===== src/sv/isf_pkg.sv =====
// shared types, constants and arithmetic helpers of the image size fit calculator
// no dependencies; every other file imports this package
package isf_pkg;

    localparam int DIM_BITS       = 17;
    localparam int ZOOM_FRAC_BITS = 16;
    localparam int ZOOM_BITS      = ZOOM_FRAC_BITS + 8;
    localparam int MAG_BITS       = DIM_BITS - 1;
    localparam int ZPROD_W        = ZOOM_BITS + MAG_BITS;
    localparam int XPROD_W        = 2 * DIM_BITS;
    localparam int NUM_W          = 2 * DIM_BITS;
    localparam int DEN_W          = DIM_BITS;
    localparam int NSUM_W         = XPROD_W + 2;
    localparam int RES_W          = NUM_W + 1;
    localparam int CFG_ADDR_W     = 3;
    localparam int CFG_DATA_W     = (ZOOM_BITS > DIM_BITS) ? ZOOM_BITS : DIM_BITS;
    localparam int TDATA_W        = ((2 * DIM_BITS + 7) / 8) * 8;

    localparam logic signed [DIM_BITS-1:0] DIM_MAX     = {1'b0, {MAG_BITS{1'b1}}};
    localparam logic signed [DIM_BITS-1:0] DIM_MIN     = {1'b1, {MAG_BITS{1'b0}}};
    localparam logic signed [DIM_BITS-1:0] BOUND_UNSET = '1;
    localparam logic signed [RES_W-1:0]    RES_MAX     = RES_W'(DIM_MAX);
    localparam logic signed [RES_W-1:0]    RES_MIN     = RES_W'(DIM_MIN);
    localparam logic [ZOOM_BITS-1:0]       ZOOM_ONE    = ZOOM_BITS'(1) << ZOOM_FRAC_BITS;
    localparam logic [ZPROD_W:0]           ZOOM_HALF   = (ZPROD_W + 1)'(1) << (ZOOM_FRAC_BITS - 1);
    localparam logic [ZPROD_W:0]           ZOOM_SAT    = (ZPROD_W + 1)'(DIM_MAX);

    typedef enum logic [1:0] {
        MODE_ZOOM     = 2'd0,
        MODE_ZOOM_MAX = 2'd1,
        MODE_FIT      = 2'd2,
        MODE_FIXED    = 2'd3
    } t_mode;

    typedef enum logic [CFG_ADDR_W-1:0] {
        REG_SIZE_MODE   = 3'd0,
        REG_ZOOM_X      = 3'd1,
        REG_ZOOM_Y      = 3'd2,
        REG_BOUND_W     = 3'd3,
        REG_BOUND_H     = 3'd4,
        REG_KEEP_ASPECT = 3'd5
    } t_reg_idx;

    typedef struct packed {
        t_mode                        mode;
        logic [ZOOM_BITS-1:0]         zoom_x;
        logic [ZOOM_BITS-1:0]         zoom_y;
        logic signed [DIM_BITS-1:0]   bound_w;
        logic signed [DIM_BITS-1:0]   bound_h;
        logic                         keep_aspect;
    } t_cfg;

    // sideband that rides along the divider pipelines
    typedef struct packed {
        logic signed [DIM_BITS-1:0] iw;
        logic signed [DIM_BITS-1:0] ih;
        logic signed [DIM_BITS-1:0] w;
        logic signed [DIM_BITS-1:0] h;
        logic                       skip;
        logic                       fault;
        logic                       use_div;
        logic                       neg0;
        logic                       neg1;
    } t_side;

    typedef struct packed {
        logic [DEN_W-1:0] rem;
        logic [NUM_W-1:0] nq;
    } t_dstep;

    // one restoring division step, quotient bits shift in at the bottom
    function automatic t_dstep div_step(input logic [DEN_W-1:0] rem,
                                        input logic [NUM_W-1:0] nq,
                                        input logic [DEN_W-1:0] den);
        logic [DEN_W:0] t;
        t_dstep         s;
        t = {rem, nq[NUM_W-1]};
        if (t >= {1'b0, den}) begin
            s.rem = DEN_W'(t - {1'b0, den});
            s.nq  = {nq[NUM_W-2:0], 1'b1};
        end else begin
            s.rem = t[DEN_W-1:0];
            s.nq  = {nq[NUM_W-2:0], 1'b0};
        end
        return s;
    endfunction

    function automatic logic signed [DIM_BITS-1:0] zoom_round(input logic [ZPROD_W-1:0] p);
        logic [ZPROD_W:0] s;
        s = ({1'b0, p} + ZOOM_HALF) >> ZOOM_FRAC_BITS;
        if (s > ZOOM_SAT) begin
            return DIM_MAX;
        end
        return s[DIM_BITS-1:0];
    endfunction

    function automatic logic signed [DIM_BITS-1:0] sat_dim(input logic signed [RES_W-1:0] v);
        if (v > RES_MAX) begin
            return DIM_MAX;
        end
        if (v < RES_MIN) begin
            return DIM_MIN;
        end
        return v[DIM_BITS-1:0];
    endfunction

    // magnitude and sign back to a signed value, up adds one before negation
    function automatic logic signed [RES_W-1:0] apply_sign(input logic [NUM_W-1:0] q,
                                                          input logic up,
                                                          input logic neg);
        logic [RES_W-1:0] mag;
        mag = {1'b0, q} + RES_W'(up);
        return neg ? $signed(-mag) : $signed(mag);
    endfunction

    function automatic logic [NUM_W-1:0] mag_prod(input logic [XPROD_W-1:0] v);
        logic [XPROD_W-1:0] m;
        m = v[XPROD_W-1] ? -v : v;
        return NUM_W'(m);
    endfunction

    function automatic logic [NUM_W-1:0] mag_sum(input logic [NSUM_W-1:0] v);
        logic [NSUM_W-1:0] m;
        m = v[NSUM_W-1] ? -v : v;
        return m[NUM_W-1:0];
    endfunction

    function automatic logic [DEN_W-1:0] mag_dim(input logic [DIM_BITS-1:0] v);
        logic [DIM_BITS-1:0] m;
        m = v[DIM_BITS-1] ? -v : v;
        return DEN_W'(m);
    endfunction

endpackage


===== src/sv/isf_cfg.sv =====
// configuration register file of the image size fit calculator
// depends on isf_pkg
module isf_cfg (
    input  logic                             i_clk,
    input  logic                             i_rst_n,
    input  logic                             i_we,
    input  logic [isf_pkg::CFG_ADDR_W-1:0]   i_addr,
    input  logic [isf_pkg::CFG_DATA_W-1:0]   i_wdata,
    output isf_pkg::t_cfg                    o_cfg
);
    import isf_pkg::*;

    t_cfg r_cfg;

    always_ff @(posedge i_clk) begin
        if (!i_rst_n) begin
            r_cfg.mode        <= MODE_ZOOM;
            r_cfg.zoom_x      <= ZOOM_ONE;
            r_cfg.zoom_y      <= ZOOM_ONE;
            r_cfg.bound_w     <= BOUND_UNSET;
            r_cfg.bound_h     <= BOUND_UNSET;
            r_cfg.keep_aspect <= 1'b0;
        end else if (i_we) begin
            unique case (t_reg_idx'(i_addr))
                REG_SIZE_MODE:   r_cfg.mode        <= t_mode'(i_wdata[1:0]);
                REG_ZOOM_X:      r_cfg.zoom_x      <= i_wdata[ZOOM_BITS-1:0];
                REG_ZOOM_Y:      r_cfg.zoom_y      <= i_wdata[ZOOM_BITS-1:0];
                REG_BOUND_W:     r_cfg.bound_w     <= i_wdata[DIM_BITS-1:0];
                REG_BOUND_H:     r_cfg.bound_h     <= i_wdata[DIM_BITS-1:0];
                REG_KEEP_ASPECT: r_cfg.keep_aspect <= i_wdata[0];
                default: ;
            endcase
        end
    end

    assign o_cfg = r_cfg;

endmodule


===== config.mk =====
export PLATFORM = sky130hd
export DESIGN_NAME = isf_cfg
export DESIGN_NICKNAME = d
export VERILOG_FILES = /design/src/sv/isf_pkg.sv /design/src/sv/isf_cfg.sv
export SDC_FILE = /design/constraint.sdc
export NUM_CORES = 1
export LEC_CHECK = 0
export ABC_CLOCK_PERIOD_IN_PS = 1600
export BUFFER_PORTS_ARGS = -buffer_cell sky130_fd_sc_hd__buf_4
export CAP_MARGIN = 20
export CORE_ASPECT_RATIO = 0.7
export CORE_MARGIN = 4
export CORE_UTILIZATION = 35
export DETAILED_ROUTE_END_ITERATION = 8
export HOLD_SLACK_MARGIN = 0.15
export PLACE_DENSITY_LB_ADDON = 0.12
export SETUP_SLACK_MARGIN = 0.5
export SLEW_MARGIN = 30
export SYNTH_ARGS = -nofsm -noshare
export SYNTH_HDL_FRONTEND = slang
export SYNTH_SLANG_ARGS = --single-unit

===== constraint.sdc =====
create_clock -name i_clk -period 1.6 [get_ports i_clk]
set_input_delay 0.16 -clock i_clk [delete_from_list [all_inputs] [get_ports i_clk]]
set_output_delay 0.16 -clock i_clk [all_outputs]
set_load 0.02 [all_outputs]

==> metrics <==
core area=0.009253 mm^2; final hold violation count=0; Reg clk slew, reported paths=60 ps; Post-Syn Area=0.003392 mm^2; number of maximum-capacitance violations=0; FMAX=969.9 MHz; Layout Nets=489; Finished Cell Area=0.004888 mm^2; placed cell count=548; Cell Chain, Critical Path=buf_4; TritonCTS clock tree=built; ys flop type=dfxtp_1; DRC errors left=0; RSZ-0062 raised after global routing=no; total CTS buffers=9; worst hold path type=in -> reg; largest net degree at the start of global routing=36; slowest CP cell=dfxtp_1; CTS H-tree depth=3; synthesized flop and latch total=85; setup violators final=0; Final ANT Viol Nets=0; Critical Path RT=1440 ps; first-pass GRT wire length=13.75 mm; largest family of logic cells by synthesized area=multiplexers; Area contributors post-synth=dfxtp_1, mux2i_1, nor2b_1; routed vias/inst=4.361; Worst-Skew Late Latency=330 ps; initial antenna violation count=0; share of Yosys cell area claimed by the top area cell type=0.5017; Comb power frac=0.103; post-cts repair resize count=0; setup repair bufs after CTS=0; n_diodes=0; max reg flops=85; Commonest cells post-synth=dfxtp_1, mux2i_1, nand2_1; Crit. End Element=output port; final setup TNS=0 ps; initial DRC count=99; Critical Path Source Type=flop; Root Driver=clkbuf_16; setup slack after layout=569.0 ps; fillers=837; Slew Viols, Final=0; Gate Count Post-Synth=326; highest cell delay on the worst timing path=380 ps; status=complete, no violations; Post-synth EDFFs=0; Top delay family on crit path=flip-flops; die area=0.01136 mm^2; Synth Area in Adders=0; Synth Net Count=356; grt ovf=0; Worst Tran Pin Value=501.0 ps; Final min period=1031 ps; HPWL after detailed placement=5.885 mm; CTS sink count=85; Reg power frac=0.479; Sw Share=0.2285; layout cells sized above 1=0.3017; synth-to-layout area growth=44.12%; Mean Syn Cell Area=10.40 um^2; gr usage total=0.1498; dpl cell area=0.004369 mm^2; Clock Tree Buf Depth=2; Internal=3.532 mW; count of cell types in the netlist=14; post-synthesis mux area share=0.2508; Compound-Gate Fraction of Synth Area=0; Die Width=125.7 um; Final Skew=0 ps; Starting Density=0.3666; post-synthesis simple-gate area fraction=0.2014; clock power share=0.419; Synth Warn #=0; Psw=1.046 mW; Peak VDD IR=0.4780 mV; die height=90.37 um; area of the multi-input gates=0.001534 mm^2; area leader, netlist=dfxtp_1; register area share after synthesis=0.5017; dpl ws=319.0 ps; drt first pass iters=4; number of global-route vias before repair=2,650; Reg area=0.001702 mm^2; I/O pin count=115; vias post-DR=2,564; Worst Path Arrival=870 ps; Final Util=0.5283; WP buf/inv=1; Overall Power=4.579 mW; Routed wire per std cell=14.13 um; power per cell area=936.6 mW/mm^2; CTS Hold Bufs=24; Worst Path Max Fanout=2; Async SR Flop Fraction=0; WL final=8.310 mm; fin cells=588; WHS=172.9 ps; GPL Wtd Cong=0.7202; Final Cycle Share=0.6444; leakage power=2.125 nW; Rel. slew slack=0.6660; XOR/XNOR share of the synthesized area=0; # rows=29; PortBufs=114; Crit Path Class=reg -> out
-- cell families (layout without fill, tap and decap cells) --
group,count (synthesis),in the layout
and+or+nand+nor,132,132
muxes,85,85
DFF,85,85
buffers and inverters,24,162
-- cell usage in the layout (no fill, tap or decap) --
| cell type | netlist | final |
|---|---|---|
| nand4b_1 | 1 | 1 |
| and4b_1 | 1 | 1 |
| and4bb_2 | 1 | 2 |
| dlygate4sd3_1 | 0 | 24 |
| clkbuf_1 | 10 | 1 |
| nor2b_1 | 53 | 53 |
| dfxtp_1 | 85 | 85 |
| clkbuf_16 | 0 | 9 |
| nand2_1 | 72 | 72 |
| buf_4 | 2 | 117 |
| nor4b_2 | 1 | 1 |
| clkinvlp_4 | 0 | 1 |
| nand4bb_1 | 2 | 2 |
| clkbuf_8 | 0 | 2 |
| mux2i_1 | 85 | 85 |
| buf_12 | 0 | 5 |
| clkinv_2 | 0 | 3 |
-- final cells by class --
type                    instances  share of cell area
multi-input cells             217              0.3138
clock buffers                  12             0.05247
well taps                     124             0.03174
flip-flops and latches         85              0.3481
clock inverters                 4            0.004607
repair buffers                146              0.2493
-- path summary, 6_finish.rpt --
check	start	to	slack (ps)	cells past startpoint
setup / recovery	o_cfg[5]$_SDFFE_PN1P_	o_cfg[5]	570	1
hold / removal	i_addr[1]	o_cfg[84]$_SDFFE_PN0P_	170	3
setup reg to reg	o_cfg[6]$_SDFFE_PN1P_	o_cfg[6]$_SDFFE_PN1P_	950	2
hold reg to reg	o_cfg[54]$_SDFFE_PN0P_	o_cfg[54]$_SDFFE_PN0P_	450	2
-- metal layers --
metal	part of all wire	routed length, um	global-route usage
met2	0.42	3499	0.2198
met4	0.0066	55	0.04061
met3	0.087	726	0.07151
met5	0	0	0
met1	0.48	4028	0.1967
-- power by group through the flow --
stage	clock [mW]	combinational (mW)	sequential, mW
6_report	1.92	0.471	2.19
5_1_grt	2.07	0.511	2.20
4_1_cts	1.99	0.477	2.19
3_5_place_dp	0	0.430	2.24
3_3_place_gp	0	0.424	2.24
2_1_floorplan	0	0.180	2.29
(Power assumes the default switching activity.)
